## config.mk

```make
export PLATFORM = sky130hd
export DESIGN_NAME = resistive_touch_filter_unit_flat
export DESIGN_NICKNAME = d
export VERILOG_FILES = /design/src/rtl/core/rtf_pkg.sv /design/src/rtl/core/rtf_if.sv /design/src/rtl/core/rtf_front.sv /design/src/rtl/core/rtf_queue.sv /design/src/rtl/core/rtf_div.sv /design/src/rtl/core/rtf_back.sv /design/src/rtl/core/resistive_touch_filter_unit.sv /design/src/flat_wrapper.sv
export SDC_FILE = /design/constraint.sdc
export NUM_CORES = 1
export LEC_CHECK = 0
export ABC_AREA = 1
export BUFFER_PORTS_ARGS = -buffer_cell sky130_fd_sc_hd__buf_2
export CAP_MARGIN = 10
export CORE_UTILIZATION = 55
export CTS_CLUSTER_SIZE = 12
export DETAILED_ROUTE_END_ITERATION = 8
export GPL_TIMING_DRIVEN = 0
export PLACE_DENSITY_LB_ADDON = 0.2
export SYNTH_ARGS = -nofsm -noshare
export SYNTH_HDL_FRONTEND = slang
export SYNTH_HIERARCHICAL = 1
export SYNTH_SLANG_ARGS = --single-unit
```

## constraint.sdc

```tcl
create_clock -name clk -period 12.5 [get_ports clk]
set_input_delay 2.5 -clock clk [delete_from_list [all_inputs] [get_ports clk]]
set_output_delay 2.5 -clock clk [all_outputs]
set_load 0.01 [all_outputs]
```

## src/rtl/core/rtf_pkg.sv

```systemverilog
// ----------------------------------------------------------------------------
// rtf_pkg
// Shared types and constants of the resistive touch filter: register map,
// calibration reset values and the command word passed from front to back.
// ----------------------------------------------------------------------------
package rtf_pkg;

  // fixed field widths
  localparam int ADC_W      = 12;
  localparam int SUM_W      = 16;
  localparam int CNT_W      = 4;
  localparam int PT_W       = 9;
  localparam int JMP_W      = 9;
  localparam int CFG_IDX_W  = 3;
  localparam int CFG_DATA_W = 12;

  // register map
  typedef enum logic [CFG_IDX_W-1:0] {
    CFG_X_MIN = 3'd0,
    CFG_X_MAX = 3'd1,
    CFG_Y_MIN = 3'd2,
    CFG_Y_MAX = 3'd3,
    CFG_JUMP  = 3'd4
  } cfg_idx_t;

  // calibration after reset
  localparam logic [ADC_W-1:0] RST_X_MIN = 12'd315;
  localparam logic [ADC_W-1:0] RST_X_MAX = 12'd3750;
  localparam logic [ADC_W-1:0] RST_Y_MIN = 12'd600;
  localparam logic [ADC_W-1:0] RST_Y_MAX = 12'd3350;
  localparam logic [JMP_W-1:0] RST_JUMP  = 9'd40;

  typedef struct packed {
    logic [ADC_W-1:0] x_min;
    logic [ADC_W-1:0] x_max;
    logic [ADC_W-1:0] y_min;
    logic [ADC_W-1:0] y_max;
    logic [JMP_W-1:0] jump_limit;
  } cfg_t;

  // work handed from the front to the back
  typedef enum logic {
    CMD_RELEASE = 1'b0,
    CMD_FRAME   = 1'b1
  } cmd_kind_t;

  typedef struct packed {
    cmd_kind_t        kind;
    logic [SUM_W-1:0] sum_x;
    logic [SUM_W-1:0] sum_y;
  } cmd_t;

endpackage

```

## src/rtl/core/rtf_if.sv

```systemverilog
// ----------------------------------------------------------------------------
// rtf_if
// Valid/ready channels of the touch filter: raw sample words in, points out.
// ----------------------------------------------------------------------------
interface rtf_in_if;
  logic                      valid;
  logic                      ready;
  logic                      touched;
  logic [rtf_pkg::ADC_W-1:0] sample_x;
  logic [rtf_pkg::ADC_W-1:0] sample_y;

  modport source (output valid, touched, sample_x, sample_y, input ready);
  modport sink   (input valid, touched, sample_x, sample_y, output ready);
endinterface

interface rtf_out_if;
  logic                     valid;
  logic                     ready;
  logic [rtf_pkg::PT_W-1:0] point_x;
  logic [rtf_pkg::PT_W-1:0] point_y;
  logic                     pressed;

  modport source (output valid, point_x, point_y, pressed, input ready);
  modport sink   (input valid, point_x, point_y, pressed, output ready);
endinterface

```

## src/rtl/core/rtf_front.sv

```systemverilog
// ----------------------------------------------------------------------------
// rtf_front
// Takes sample words, sums touched pairs and hands a frame command to the
// queue once SAMPLES pairs are in, or a release command on an untouched word.
// ----------------------------------------------------------------------------
module rtf_front #(
  parameter int SAMPLES = 10
) (
  input  logic           clk,
  input  logic           rst_n,
  rtf_in_if.sink         in_ch,
  output logic           push_valid,
  output rtf_pkg::cmd_t  push_cmd,
  input  logic           push_ready
);
  import rtf_pkg::*;

  logic [SUM_W-1:0] sum_x_r, sum_y_r, sum_x_nxt, sum_y_nxt;
  logic [CNT_W-1:0] cnt_r;
  logic             accept, last;

  assign in_ch.ready = push_ready;
  assign accept      = in_ch.valid && push_ready;

  // running sums, wrapping at the sum width
  assign sum_x_nxt = sum_x_r + SUM_W'(in_ch.sample_x);
  assign sum_y_nxt = sum_y_r + SUM_W'(in_ch.sample_y);
  assign last      = ({1'b0, cnt_r} + (CNT_W+1)'(1)) >= (CNT_W+1)'(SAMPLES);

  // command towards the back
  assign push_valid     = accept && (!in_ch.touched || last);
  assign push_cmd.kind  = in_ch.touched ? CMD_FRAME : CMD_RELEASE;
  assign push_cmd.sum_x = sum_x_nxt;
  assign push_cmd.sum_y = sum_y_nxt;

  // accumulator
  always_ff @(posedge clk) begin
    if (!rst_n) begin
      sum_x_r <= '0;
      sum_y_r <= '0;
      cnt_r   <= '0;
    end else if (accept) begin
      if (!in_ch.touched || last) begin
        sum_x_r <= '0;
        sum_y_r <= '0;
        cnt_r   <= '0;
      end else begin
        sum_x_r <= sum_x_nxt;
        sum_y_r <= sum_y_nxt;
        cnt_r   <= cnt_r + CNT_W'(1);
      end
    end
  end

endmodule

```

## src/rtl/core/rtf_queue.sv

```systemverilog
// ----------------------------------------------------------------------------
// rtf_queue
// Two-entry command queue between the front and the back.
// ----------------------------------------------------------------------------
module rtf_queue (
  input  logic           clk,
  input  logic           rst_n,
  input  logic           push_valid,
  input  rtf_pkg::cmd_t  push_cmd,
  output logic           push_ready,
  output logic           pop_valid,
  input  logic           pop_ready,
  output rtf_pkg::cmd_t  head
);
  import rtf_pkg::*;

  localparam int DEPTH = 2;
  localparam int AW    = $clog2(DEPTH);

  cmd_t            mem_r [DEPTH];
  logic [AW-1:0]   wr_ptr_r, rd_ptr_r;
  logic [AW:0]     fill_r;
  logic            do_push, do_pop;

  assign push_ready = fill_r != (AW+1)'(DEPTH);
  assign pop_valid  = fill_r != '0;
  assign head       = mem_r[rd_ptr_r];
  assign do_push    = push_valid && push_ready;
  assign do_pop     = pop_valid && pop_ready;

  // storage
  always_ff @(posedge clk) begin
    if (do_push) begin
      mem_r[wr_ptr_r] <= push_cmd;
    end
  end

  // pointers and fill level
  always_ff @(posedge clk) begin
    if (!rst_n) begin
      wr_ptr_r <= '0;
      rd_ptr_r <= '0;
      fill_r   <= '0;
    end else begin
      if (do_push) begin
        wr_ptr_r <= (wr_ptr_r == AW'(DEPTH-1)) ? '0 : wr_ptr_r + AW'(1);
      end
      if (do_pop) begin
        rd_ptr_r <= (rd_ptr_r == AW'(DEPTH-1)) ? '0 : rd_ptr_r + AW'(1);
      end
      if (do_push && !do_pop) begin
        fill_r <= fill_r + (AW+1)'(1);
      end else if (do_pop && !do_push) begin
        fill_r <= fill_r - (AW+1)'(1);
      end
    end
  end

endmodule

```

## src/rtl/core/rtf_div.sv

```systemverilog
// ----------------------------------------------------------------------------
// rtf_div
// Restoring unsigned divider, one quotient bit per cycle. Result is valid in
// the cycle done pulses; a zero divisor gives a meaningless quotient.
// ----------------------------------------------------------------------------
module rtf_div #(
  parameter int NW = 21,
  parameter int DW = 12
) (
  input  logic          clk,
  input  logic          rst_n,
  input  logic          start,
  input  logic [NW-1:0] num,
  input  logic [DW-1:0] den,
  output logic          done,
  output logic [NW-1:0] quot
);
  localparam int CW = $clog2(NW+1);

  logic          busy_r, done_r;
  logic [CW-1:0] cnt_r;
  logic [DW-1:0] rem_r, den_r;
  logic [NW-1:0] quo_r;
  logic [DW:0]   shifted, trial;
  logic          fits;

  // one trial subtraction
  assign shifted = {rem_r, quo_r[NW-1]};
  assign trial   = shifted - {1'b0, den_r};
  assign fits    = shifted >= {1'b0, den_r};

  assign done = done_r;
  assign quot = quo_r;

  // control
  always_ff @(posedge clk) begin
    if (!rst_n) begin
      busy_r <= 1'b0;
      done_r <= 1'b0;
      cnt_r  <= '0;
    end else begin
      done_r <= 1'b0;
      if (start) begin
        busy_r <= 1'b1;
        cnt_r  <= CW'(NW);
      end else if (busy_r) begin
        cnt_r <= cnt_r - CW'(1);
        if (cnt_r == CW'(1)) begin
          busy_r <= 1'b0;
          done_r <= 1'b1;
        end
      end
    end
  end

  // datapath
  always_ff @(posedge clk) begin
    if (start) begin
      quo_r <= num;
      rem_r <= '0;
      den_r <= den;
    end else if (busy_r) begin
      rem_r <= fits ? trial[DW-1:0] : shifted[DW-1:0];
      quo_r <= {quo_r[NW-2:0], fits};
    end
  end

endmodule

```

## src/rtl/core/rtf_back.sv

```systemverilog
// ----------------------------------------------------------------------------
// rtf_back
// Executes queued commands: for a frame, averages the sums by reciprocal
// multiplication, maps them onto the screen through the bit-serial divider
// and applies the jump filter; for a release, takes the last good point.
// Either way it loads the result word into the output register.
module rtf_back #(
  parameter int SCREEN_W = 480,
  parameter int SCREEN_H = 272,
  parameter int SAMPLES  = 10
) (
  input  logic           clk,
  input  logic           rst_n,
  input  rtf_pkg::cfg_t  cfg,
  input  logic           q_valid,
  input  rtf_pkg::cmd_t  q_cmd,
  output logic           q_pop,
  rtf_out_if.source      out_ch
);
  import rtf_pkg::*;

  localparam int SMAX = (SCREEN_W > SCREEN_H) ? SCREEN_W : SCREEN_H;
  localparam int SCW  = $clog2(SMAX + 1);
  localparam int PW   = $clog2(SMAX);
  localparam int NW   = ADC_W + SCW;
  localparam int CW   = (PW > JMP_W) ? PW : JMP_W;
  localparam int MW   = (SCW > PT_W) ? SCW : PT_W;

  // reciprocal of SAMPLES: floor(sum / SAMPLES) == (sum * RM) >> RK for any sum
  localparam int RK   = SUM_W + $clog2(SAMPLES);
  localparam int RM   = ((1 << RK) + SAMPLES - 1) / SAMPLES;
  localparam int RW   = SUM_W + 1;
  localparam int APW  = SUM_W + RW;

  typedef enum logic [7:0] {
    ST_IDLE   = 8'b0000_0001,
    ST_AVG_X  = 8'b0000_0010,
    ST_AVG_Y  = 8'b0000_0100,
    ST_MAP    = 8'b0000_1000,
    ST_LOAD   = 8'b0001_0000,
    ST_DIV    = 8'b0010_0000,
    ST_DECIDE = 8'b0100_0000,
    ST_EMIT   = 8'b1000_0000
  } state_t;

  state_t           state_r;
  logic             axis_r;
  logic [SUM_W-1:0] sum_x_r, sum_y_r;
  logic [ADC_W-1:0] avg_x_r, avg_y_r, span_r;
  logic [NW-1:0]    prod_r;
  logic             zero_r;
  logic [PW-1:0]    px_r, py_r, good_x_r, good_y_r;
  logic             was_down_r;
  logic [PT_W-1:0]  res_x_r, res_y_r;
  logic             res_p_r;
  logic             out_valid_r;
  logic [PT_W-1:0]  out_x_r, out_y_r;
  logic             out_p_r;

  logic             div_start, div_done;
  logic [NW-1:0]    div_num, div_quot;
  logic [ADC_W-1:0] div_den;

  logic [SUM_W-1:0] avg_src;
  logic [APW-1:0]   avg_prod;
  logic [ADC_W-1:0] avg_sel, min_sel, max_sel;
  logic [NW-1:0]    scr_sel, lim;
  logic [ADC_W:0]   off_s, span_s;
  logic             map_zero;
  logic [PW-1:0]    pix, dx, dy;
  logic             jump, out_free;
  logic [MW-1:0]    mir_x, mir_y, gx_w, gy_w;

  // pixel mapping divider
  rtf_div #(
    .NW (NW),
    .DW (ADC_W)
  ) u_div (
    .clk   (clk),
    .rst_n (rst_n),
    .start (div_start),
    .num   (div_num),
    .den   (div_den),
    .done  (div_done),
    .quot  (div_quot)
  );

  // average of one axis per cycle
  assign avg_src  = (state_r == ST_AVG_Y) ? sum_y_r : sum_x_r;
  assign avg_prod = APW'(avg_src) * APW'(RM);

  // axis operand selection
  assign avg_sel = axis_r ? avg_y_r : avg_x_r;
  assign min_sel = axis_r ? cfg.y_min : cfg.x_min;
  assign max_sel = axis_r ? cfg.y_max : cfg.x_max;
  assign scr_sel = axis_r ? NW'(SCREEN_H) : NW'(SCREEN_W);
  assign lim     = scr_sel - NW'(1);

  // offset and span; a negative offset or an empty span gives pixel 0
  assign off_s    = {1'b0, avg_sel} - {1'b0, min_sel};
  assign span_s   = {1'b0, max_sel} - {1'b0, min_sel};
  assign map_zero = off_s[ADC_W] || span_s[ADC_W] || (span_s == '0);

  // clamp the quotient onto the screen
  always_comb begin
    if (zero_r) begin
      pix = '0;
    end else if (div_quot > lim) begin
      pix = lim[PW-1:0];
    end else begin
      pix = div_quot[PW-1:0];
    end
  end

  // jump test against the last good point
  assign dx   = (px_r > good_x_r) ? px_r - good_x_r : good_x_r - px_r;
  assign dy   = (py_r > good_y_r) ? py_r - good_y_r : good_y_r - py_r;
  assign jump = was_down_r &&
                ((CW'(dx) > CW'(cfg.jump_limit)) || (CW'(dy) > CW'(cfg.jump_limit)));

  // mirrored press point and plain good point
  assign mir_x = MW'(SCREEN_W) - MW'(px_r);
  assign mir_y = MW'(SCREEN_H) - MW'(py_r);
  assign gx_w  = MW'(good_x_r);
  assign gy_w  = MW'(good_y_r);

  // divider requests
  assign div_start = (state_r == ST_LOAD);
  assign div_num   = prod_r;
  assign div_den   = span_r;

  assign q_pop    = (state_r == ST_IDLE) && q_valid;
  assign out_free = !out_valid_r || out_ch.ready;

  // sequencer
  always_ff @(posedge clk) begin
    if (!rst_n) begin
      state_r    <= ST_IDLE;
      axis_r     <= 1'b0;
      good_x_r   <= '0;
      good_y_r   <= '0;
      was_down_r <= 1'b0;
    end else begin
      case (state_r)
        ST_IDLE: begin
          if (q_valid) begin
            if (q_cmd.kind == CMD_FRAME) begin
              sum_x_r <= q_cmd.sum_x;
              sum_y_r <= q_cmd.sum_y;
              state_r <= ST_AVG_X;
            end else begin
              res_x_r    <= gx_w[PT_W-1:0];
              res_y_r    <= gy_w[PT_W-1:0];
              res_p_r    <= 1'b0;
              good_x_r   <= '0;
              good_y_r   <= '0;
              was_down_r <= 1'b0;
              state_r    <= ST_EMIT;
            end
          end
        end
        ST_AVG_X: begin
          avg_x_r <= avg_prod[RK +: ADC_W];
          state_r <= ST_AVG_Y;
        end
        ST_AVG_Y: begin
          avg_y_r <= avg_prod[RK +: ADC_W];
          axis_r  <= 1'b0;
          state_r <= ST_MAP;
        end
        ST_MAP: begin
          prod_r  <= NW'(off_s[ADC_W-1:0]) * scr_sel;
          span_r  <= span_s[ADC_W-1:0];
          zero_r  <= map_zero;
          state_r <= ST_LOAD;
        end
        ST_LOAD: begin
          state_r <= ST_DIV;
        end
        ST_DIV: begin
          if (div_done) begin
            if (axis_r) begin
              py_r    <= pix;
              state_r <= ST_DECIDE;
            end else begin
              px_r    <= pix;
              axis_r  <= 1'b1;
              state_r <= ST_MAP;
            end
          end
        end
        ST_DECIDE: begin
          if (jump) begin
            res_x_r <= gx_w[PT_W-1:0];
            res_y_r <= gy_w[PT_W-1:0];
            res_p_r <= 1'b0;
          end else begin
            good_x_r   <= px_r;
            good_y_r   <= py_r;
            was_down_r <= 1'b1;
            res_x_r    <= mir_x[PT_W-1:0];
            res_y_r    <= mir_y[PT_W-1:0];
            res_p_r    <= 1'b1;
          end
          state_r <= ST_EMIT;
        end
        ST_EMIT: begin
          if (out_free) begin
            state_r <= ST_IDLE;
          end
        end
        default: begin
          state_r <= ST_IDLE;
        end
      endcase
    end
  end

  // output register
  always_ff @(posedge clk) begin
    if (!rst_n) begin
      out_valid_r <= 1'b0;
    end else if ((state_r == ST_EMIT) && out_free) begin
      out_valid_r <= 1'b1;
    end else if (out_ch.ready) begin
      out_valid_r <= 1'b0;
    end
  end

  always_ff @(posedge clk) begin
    if ((state_r == ST_EMIT) && out_free) begin
      out_x_r <= res_x_r;
      out_y_r <= res_y_r;
      out_p_r <= res_p_r;
    end
  end

  assign out_ch.valid   = out_valid_r;
  assign out_ch.point_x = out_x_r;
  assign out_ch.point_y = out_y_r;
  assign out_ch.pressed = out_p_r;

endmodule

```

## src/rtl/core/resistive_touch_filter_unit.sv

```systemverilog
// ----------------------------------------------------------------------------
// resistive_touch_filter_unit
// Calibrated, jump-filtered touch point from raw resistive panel samples.
// ----------------------------------------------------------------------------
// A sample word is taken whenever the two-entry command queue has room;
// words that only add to the running sums give no result. A word that
// completes a frame, or an untouched word, queues a command for the back
// end. A release goes from the queue through the result register into the
// output register. A frame is averaged, each axis is mapped onto the screen
// by the bit-serial divider, which does the two pixel mappings in turn and
// is NW = 12 + clog2(max(SCREEN_W, SCREEN_H) + 1) bits wide (NW = 21 at the
// default screen), and the point is jump-filtered before it reaches the
// output register. The averages come from a reciprocal multiplication, one
// axis after the other. The back end takes one command at a time. The user
// writes the calibration registers through the cfg port only while the
// block is idle; the block itself does not enforce this.
module resistive_touch_filter_unit #(
  parameter int SCREEN_W = 480,
  parameter int SCREEN_H = 272,
  parameter int SAMPLES  = 10
) (
  input  logic                               clk,
  input  logic                               rst_n,
  rtf_in_if.sink                             in_ch,
  rtf_out_if.source                          out_ch,
  input  logic                               cfg_we,
  input  logic [rtf_pkg::CFG_IDX_W-1:0]      cfg_index,
  input  logic [rtf_pkg::CFG_DATA_W-1:0]     cfg_data
);
  import rtf_pkg::*;

  cfg_t cfg_r;
  logic push_valid, push_ready, q_valid, q_pop;
  cmd_t push_cmd, q_head;

  // calibration registers
  always_ff @(posedge clk) begin
    if (!rst_n) begin
      cfg_r.x_min      <= RST_X_MIN;
      cfg_r.x_max      <= RST_X_MAX;
      cfg_r.y_min      <= RST_Y_MIN;
      cfg_r.y_max      <= RST_Y_MAX;
      cfg_r.jump_limit <= RST_JUMP;
    end else if (cfg_we) begin
      case (cfg_index)
        CFG_X_MIN: cfg_r.x_min      <= cfg_data[ADC_W-1:0];
        CFG_X_MAX: cfg_r.x_max      <= cfg_data[ADC_W-1:0];
        CFG_Y_MIN: cfg_r.y_min      <= cfg_data[ADC_W-1:0];
        CFG_Y_MAX: cfg_r.y_max      <= cfg_data[ADC_W-1:0];
        CFG_JUMP:  cfg_r.jump_limit <= cfg_data[JMP_W-1:0];
        default: begin
          cfg_r <= cfg_r;
        end
      endcase
    end
  end

  // accumulate and classify
  rtf_front #(
    .SAMPLES (SAMPLES)
  ) u_front (
    .clk        (clk),
    .rst_n      (rst_n),
    .in_ch      (in_ch),
    .push_valid (push_valid),
    .push_cmd   (push_cmd),
    .push_ready (push_ready)
  );

  // command queue
  rtf_queue u_queue (
    .clk        (clk),
    .rst_n      (rst_n),
    .push_valid (push_valid),
    .push_cmd   (push_cmd),
    .push_ready (push_ready),
    .pop_valid  (q_valid),
    .pop_ready  (q_pop),
    .head       (q_head)
  );

  // map, filter and report
  rtf_back #(
    .SCREEN_W (SCREEN_W),
    .SCREEN_H (SCREEN_H),
    .SAMPLES  (SAMPLES)
  ) u_back (
    .clk     (clk),
    .rst_n   (rst_n),
    .cfg     (cfg_r),
    .q_valid (q_valid),
    .q_cmd   (q_head),
    .q_pop   (q_pop),
    .out_ch  (out_ch)
  );

endmodule

```

## src/flat_wrapper.sv

```systemverilog
// flat-port wrapper written by rule: the top's interface ports become plain ports
module resistive_touch_filter_unit_flat import rtf_pkg::*;
#(
  parameter int SCREEN_W = 480,
  parameter int SCREEN_H = 272,
  parameter int SAMPLES  = 10
)
  (clk, rst_n, cfg_we, cfg_index, cfg_data, in_ch_valid, in_ch_touched, in_ch_sample_x, in_ch_sample_y, in_ch_ready, out_ch_valid, out_ch_point_x, out_ch_point_y, out_ch_pressed, out_ch_ready);
  rtf_in_if in_ch_i ();
  rtf_out_if out_ch_i ();
  input  logic clk;
  input  logic rst_n;
  input  logic cfg_we;
  input  logic [rtf_pkg::CFG_IDX_W-1:0] cfg_index;
  input  logic [rtf_pkg::CFG_DATA_W-1:0] cfg_data;
  input wire logic [$bits(in_ch_i.valid)-1:0] in_ch_valid;
  input wire logic [$bits(in_ch_i.touched)-1:0] in_ch_touched;
  input wire logic [$bits(in_ch_i.sample_x)-1:0] in_ch_sample_x;
  input wire logic [$bits(in_ch_i.sample_y)-1:0] in_ch_sample_y;
  output wire logic [$bits(in_ch_i.ready)-1:0] in_ch_ready;
  output wire logic [$bits(out_ch_i.valid)-1:0] out_ch_valid;
  output wire logic [$bits(out_ch_i.point_x)-1:0] out_ch_point_x;
  output wire logic [$bits(out_ch_i.point_y)-1:0] out_ch_point_y;
  output wire logic [$bits(out_ch_i.pressed)-1:0] out_ch_pressed;
  input wire logic [$bits(out_ch_i.ready)-1:0] out_ch_ready;
  assign in_ch_i.valid = in_ch_valid;
  assign in_ch_i.touched = in_ch_touched;
  assign in_ch_i.sample_x = in_ch_sample_x;
  assign in_ch_i.sample_y = in_ch_sample_y;
  assign in_ch_ready = in_ch_i.ready;
  assign out_ch_valid = out_ch_i.valid;
  assign out_ch_point_x = out_ch_i.point_x;
  assign out_ch_point_y = out_ch_i.point_y;
  assign out_ch_pressed = out_ch_i.pressed;
  assign out_ch_i.ready = out_ch_ready;
  resistive_touch_filter_unit #(.SCREEN_W(SCREEN_W), .SCREEN_H(SCREEN_H), .SAMPLES(SAMPLES)) u_core (.clk(clk), .rst_n(rst_n), .in_ch(in_ch_i), .out_ch(out_ch_i), .cfg_we(cfg_we), .cfg_index(cfg_index), .cfg_data(cfg_data));
endmodule
```

==> out/qor.txt, run 1 <==
Status: finished, final reports clean
Die area: 51,500 um^2
Die Y: 227 um
Crit Path Max Fanout: 10
Core box area: 50,100 um^2
Layout Utilization: 0.612
FF-to-FF setup slack: 5.39 ns
Hold crit path type: flop to flop
Dpl cell area: 29,100 um^2
RSZ-0062 raised after global routing: false
Starting DRT DRC Count: 1,343
First-pass GRT wire length: 106,000 um
Reg2Reg Depth: 26
Actual slew at the worst max-slew pin: 1.07 ns
DR pass1 iterations: 6
Met2 wire length: 31,900 um
Hold-critical path endpoint: u_core/u_back/out_ch.point_x[8]$_DFFE_PP_
Yosys top cell area share: 0.260
Total power: 7.62 mW
CTS clk-pin slew, worst paths: 0.06 ns
Final wirelength: 65,900 um
Final Skew: 0.0394 ns
Largest net degree at the start of global routing: 31
Post-synth ARST share: 0
H-tree Lvls: 2
# IOs: 66
Most frequent cells in the layout: nand2_1 (772), inv_1 (531), ha_1 (286)
Largest area contributor in the netlist: edfxtp_1
Number of synthesized flops with an enable pin: 241
CTS root buffer: clkbuf_16
Inserted Clock Buffers: 42
GP Congestion: 0.955
Top cells by area, synth: edfxtp_1 (26%), ha_1 (13%), dfxtp_1 (11%)
Vias per cell: 5.26
Starting density of the core: 0.556
Setup Buffers After CTS: 0
Flop pwr share: 0.228
WL/cell: 16.2 um
Setup Crit Path Kind: flop to flop
Sw Pwr: 3.41 mW
# clock sinks: 387
GRT overflow: 0
DR DRC count: 0
Final Critical Period: 7.11 ns
DR top layer: met4
Worst r2r src: u_core/u_back/axis_r$_SDFFE_PN0P_
Syn Inst Count: 3,223
Leak pwr: 14.5 nW
Power Density: 249 nW/um^2
Fin Setup TNS: 0 ns
CP Capture Type: flop
WP data arrival: 7.52 ns
Cell internal pwr: 4.20 mW
Global Route Usage Sum: 0.262
Combinational share of power: 0.600
Max rail drop VDD: 0.342 mV
Antenna violations before repair: 6
Design area: 30,600 um^2
Crit path largest cell delay: 0.66 ns
Maximum clock frequency: 141 MHz
Synth warn: 6
Worst skew pair latency: 0.58 ns
Synth Register Bits: 387
Worst setup margin: 5.39 ns
Number of global-route vias before repair: 20,934
Top_reg_cell synth: edfxtp_1
Post-route ant nets: 0
Layout cells sized above 1: 0.0940
Cts repair resizes: 0
Sequential cell area fraction in the yosys report: 0.365
Setup slack at placement: 5.34 ns
Fin Hold WS: 0.418 ns
Hold path startpoint: u_core/u_back/res_x_r[8]$_DFFE_PP_
I/O Buffers: 65
Final hold viol count: 0
CTS tree: yes
Synthesis-to-layout area growth: 10.1%
M1 wire length: 29,000 um
DP Cell Count: 3,974
Final layout net count: 3,797
Slowest cell on crit path: buf_1
FF-to-FF End: u_core/u_back/div_num[20]$_DFFE_PP_
Clock Power Share: 0.172
Hold-fix buffers at CTS: 0
Post-Syn Area: 27,800 um^2
Synthesized area per cell: 8.63 um^2
Multi-input logic area: 15,200 um^2
Synth unique cells: 63
Routed via count: 21,338
Reg area: 10,200 um^2
Filler instances: 4,434
Maxcap violations: 0
Met3 Wirelength: 2960 um
Commonest non-fill, non-tap cell in the layout: nand2_1
Final setup violation count: 0
Die width: 227 um
Max clock buf depth: 3
Critical Path Source Type: flop
Fin crit share: 0.569
Sw frac: 0.448
Final cell count without fillers: 4,059
Worst slew margin: 0.283
Hpwl dp: 52,600 um
WHS Path Cells: 0
CP required: 12.91 ns
Fin. max-slew vios: 0
Row cnt: 82
## synth_stat cells, types with 11 or more instances
master and number:
buf_2 15, a21oi_1 159, nor2_1 217, o21ai_0 78, clkbuf_1 23, nand2_1 772
or2_2 11, fa_1 118, inv_2 16, nand3_1 169, edfxtp_1 241, a21o_1 12
xor2_1 82, and2_1 18, inv_1 531, nand3_2 13, a21oi_2 19, xnor2_1 24
mux2i_1 12, nor3_1 26, buf_4 11, ha_1 286, nand4_1 32, o21bai_1 11
dfxtp_1 146, mux2_4 30, nand2_2 21, nor4_1 13
## worst max-delay path by stage
stage | startpoint | endpoint | cells past startpoint
CTS | u_core/u_back/state_r[0]$_SDFFE_PN1P_ | u_core/u_back/avg_y_r[9]$_DFFE_PP_ | 27
global route | u_core/u_back/axis_r$_SDFFE_PN0P_ | u_core/u_back/div_num[20]$_DFFE_PP_ | 24
finish | u_core/u_back/axis_r$_SDFFE_PN0P_ | u_core/u_back/div_num[20]$_DFFE_PP_ | 26
floorplan | rst_n | u_core/u_back/sum_x_r[0]$_DFFE_PP_ | 2
detailed placement | u_core/u_back/state_r[0]$_SDFFE_PN1P_ | u_core/u_back/avg_x_r[9]$_DFFE_PP_ | 27
global placement | rst_n | u_core/u_back/sum_x_r[4]$_DFFE_PP_ | 3
## state kept, by name, indices dropped and copies added (netlist names), 16 cells and up, named ones only
| name | cells |
|---|---|
| u_core/u_back/sum_x_r | 16 |
| u_core/u_front/sum_y_r | 16 |
| u_core/u_back/sum_y_r | 16 |
| u_core/u_back/u_div/quot | 21 |
| u_core/cfg_r | 57 |
| u_core/u_back/div_num | 17 |
| u_core/u_queue/mem_r | 66 |
| u_core/u_front/sum_x_r | 16 |
## logic make-up (layout without fill, tap and decap cells)
group | count (synthesis) | in the layout | share of synthesized area
mux | 45 | 45 | 0.0217
compound gates | 334 | 334 | 0.0695
fa+ha+maj | 404 | 404 | 0.214
buf+inv | 622 | 776 | 0.0907
xor+xnor | 107 | 107 | 0.0340
simple gates | 1322 | 1322 | 0.205
other cells | 2 | 12 | 0.000270
flops | 387 | 387 | 0.365
## power groups by stage
stage	logic (mW)	clock network (mW)	registers, mW
floorplan	3.47	0	1.76
global placement	4.43	0	1.76
detailed placement	4.53	0	1.76
CTS	4.59	1.33	1.74
global route	5.28	1.38	1.74
finish	4.57	1.31	1.74
## worst max-delay path, delay by kind of cell, from the launching register on
kind,cells,cell delay [ns]
DFF,1,0.52
buffers and inverters,5,1.39
and+or+nand+nor,8,1.07
adders and majority gates,7,2.75
AOI/OAI and AO/OA,4,0.67
xor gates and xnor gates,2,0.53
## routing by layer
metal,up-vias,global-route usage
met2,505,0.448
met1,10049,0.342
met4,0,0.0909
met5,-,0
met3,116,0.0327
li1,10668,-
## area by class of cell
class	count	area share
clock inverters	15	0.00944
repair buffers	76	0.0141
inverters	551	0.0675
multi-input cells	2219	0.496
clock buffers	63	0.0380
diodes	5	0.000409
plain buffers	71	0.0149
flip-flops and latches	387	0.332
well taps	672	0.0275
(Power assumes the default switching activity.)
==> inputs of run 2 (changes only) <==
- clock period: 12.5 -> 5.9 ns (I/O delays scaled with it)
==> run 2 against run 1 <==
Via count up 2.0%; global-route usage is 0.32 points higher; clock power up 93%; count of clock-buffer cells in the layout shrank 8; combinational power grew to 3.0 times the previous value; maximum frequency is 23% higher; worst hold slack got worse by 0.0019 ns.
==> out/qor.txt, run 2 (synthesized netlist as in run 1, its figures left out) <==
Flop pwr share: 0.185 (-0.043)
Final wirelength: 68,700 um (+4.3%)
Core box area: 50,100 um^2 (unchanged)
Sw Pwr: 9.12 mW (+170%)
Fin crit share: 0.979 (+0.410)
CTS clk-pin slew, worst paths: 0.06 ns (about the same)
Actual slew at the worst max-slew pin: 1.18 ns (+0.110 ns)
Commonest non-fill, non-tap cell in the layout: nand2_1
Worst skew pair latency: 0.59 ns (about the same)
DR DRC count: 0 (unchanged)
Die Y: 227 um (unchanged)
# clock sinks: 387 (unchanged)
Largest net degree at the start of global routing: 31 (unchanged)
CTS tree: yes
WHS Path Cells: 0 (unchanged)
WL/cell: 16.7 um (+2.9%)
Max rail drop VDD: 0.862 mV (+150%)
Final layout net count: 3,853 (+1.5%)
Power Density: 618 nW/um^2 (+150%)
Fin Setup TNS: 0 ns (unchanged)
Global Route Usage Sum: 0.266 (+0.00324)
# IOs: 66 (unchanged)
Final Skew: 0.0397 ns (+0.000374 ns)
Max FFs per register: 66 (unchanged)
Maximum clock frequency: 173 MHz (+23%)
Final setup violation count: 0 (unchanged)
Post-route ant nets: 0 (unchanged)
Total power: 19.9 mW (+160%)
Starting density of the core: 0.556 (unchanged)
Maxcap violations: 0 (unchanged)
Cell internal pwr: 10.8 mW (+160%)
Max clock buf depth: 3 (unchanged)
CP required: 6.20 ns (-6.71 ns)
CP Capture Type: flop
Final Critical Period: 5.77 ns (-1.34 ns)
Most frequent CP cell: inv_2
Layout cells sized above 1: 0.162 (+0.0683)
Worst path bufs/invs: 8 (+3)
Sw frac: 0.459 (+0.0104)
Dpl cell area: 29,200 um^2 (about the same)
Most frequent cells in the layout: nand2_1 (746), inv_1 (506), ha_1 (247)
Worst slew margin: 0.209 (-0.0739)
Routed via count: 21,760 (+2.0%)
Critical Path Source Type: flop
H-tree Lvls: 2 (unchanged)
Crit Path Max Fanout: 6 (-4)
Top reg by flops: u_core/u_queue/mem_r
I/O Buffers: 65 (unchanged)
Setup slack at placement: -1.32 ns (-6.67 ns)
Die area: 51,500 um^2 (unchanged)
Combinational share of power: 0.687 (+0.087)
Inserted Clock Buffers: 44 (+4.8%)
Status: finished, final reports clean
Reg2Reg Depth: 27 (+3.8%)
Antenna violations before repair: 3 (-3)
CTS root buffer: clkbuf_16
DR pass1 iterations: 5 (-1)
Die width: 227 um (unchanged)
GP Congestion: 0.957 (+0.19%)
Vias per cell: 5.29 (+0.64%)
First-pass GRT wire length: 107,000 um (+1.2%)
Setup Crit Path Kind: flop to flop
Crit path max-delay family: adder cells
Layout Utilization: 0.642 (+0.0304)
Crit path largest cell delay: 0.53 ns (-0.13 ns)
Leak pwr: 14.8 nW (+2.5%)
Clock Power Share: 0.127 (-0.045)
Starting DRT DRC Count: 1,368 (+1.9%)
Hpwl dp: 52,500 um (-0.10%)
Fin. max-slew vios: 0 (unchanged)
WP data arrival: 6.08 ns (-1.44 ns)
GRT overflow: 0 (unchanged)
Hold crit path type: flop to flop
Design area: 32,100 um^2 (+5.0%)
Number of global-route vias before repair: 21,124 (+0.91%)
Final hold viol count: 0 (unchanged)
Worst setup margin: 0.126 ns (-5.26 ns)
Worst path depth: 27 (+3.8%)
Slowest cell on crit path: fa_1
Row cnt: 82 (unchanged)
Synthesis-to-layout area growth: 15.5%
-- run 2: cell types whose count changed in the layout (fill, tap and decap cells not counted), moves of 17 or more --
cell	delta
inv_1	-25
a21oi_2	+17
ha_1	-39
buf_4	+49
nand2_2	+18
a21oi_1	-19
nand2_1	-26
inv_2	+20
ha_4	+35
-- run 2: area by class of cell --
class / instances / area (um^2)
clock buffer: 55 / 1150
clock inverter: 25 / 188
timing repair buffer: 130 / 891
buffer: 71 / 567
fill: 4204 / 17900
multi-input combinational: 2219 / 16200
inverter: 551 / 2080
antenna: 3 / 7.51
tap: 672 / 841
sequential: 387 / 10200
-- run 2: what timing repair did --
item                                    4_1_cts  5_1_grt
endpoints found under the setup margin       35       32
gates cloned                                  0        2
hold buffers                                  0        0
pin swaps                                    23       96
gates resized for setup                     129      144
setup buffers                                20       32
-- run 2: per-stage QoR --
step / hold WS (ns) / std cells
after global placement: 0.400 / 3965
final: 0.416 / 4113
after detailed placement: 0.405 / 3976
after CTS: 0.418 / 4076
after global routing: 0.423 / 4113
after floorplan: 0.400 / 3228
-- run 2: final timing paths --
path,startpoint,end,slack [ns]
hold / removal,u_core/u_back/res_y_r[2]$_DFFE_PP_,u_core/u_back/out_ch.point_y[2]$_DFFE_PP_,0.42
setup / recovery,u_core/u_back/state_r[3]$_SDFFE_PN0P_,u_core/u_back/avg_y_r[10]$_DFFE_PP_,0.13
hold reg to reg,u_core/u_back/res_y_r[2]$_DFFE_PP_,u_core/u_back/out_ch.point_y[2]$_DFFE_PP_,0.42
setup reg to reg,u_core/u_back/state_r[3]$_SDFFE_PN0P_,u_core/u_back/avg_y_r[10]$_DFFE_PP_,0.13
-- run 2: power groups by stage --
stage | logic, mW | clock network [mW] | registers, mW
after floorplan | 7.35 | 0 | 3.72
after global placement | 9.40 | 0 | 3.74
after detailed placement | 9.62 | 0 | 3.73
after CTS | 10.7 | 2.59 | 3.68
after global routing | 15.1 | 2.69 | 3.70
final | 13.7 | 2.53 | 3.68
-- run 2: per-layer routing --
layer | GRT usage | vias to the layer above | wire [um]
met5 | 0 | - | 0
met4 | 0.0946 | 0 | 2320
met1 | 0.340 | 10248 | 29200
met2 | 0.461 | 587 | 33900
met3 | 0.0310 | 142 | 3230
li1 | - | 10783 | -
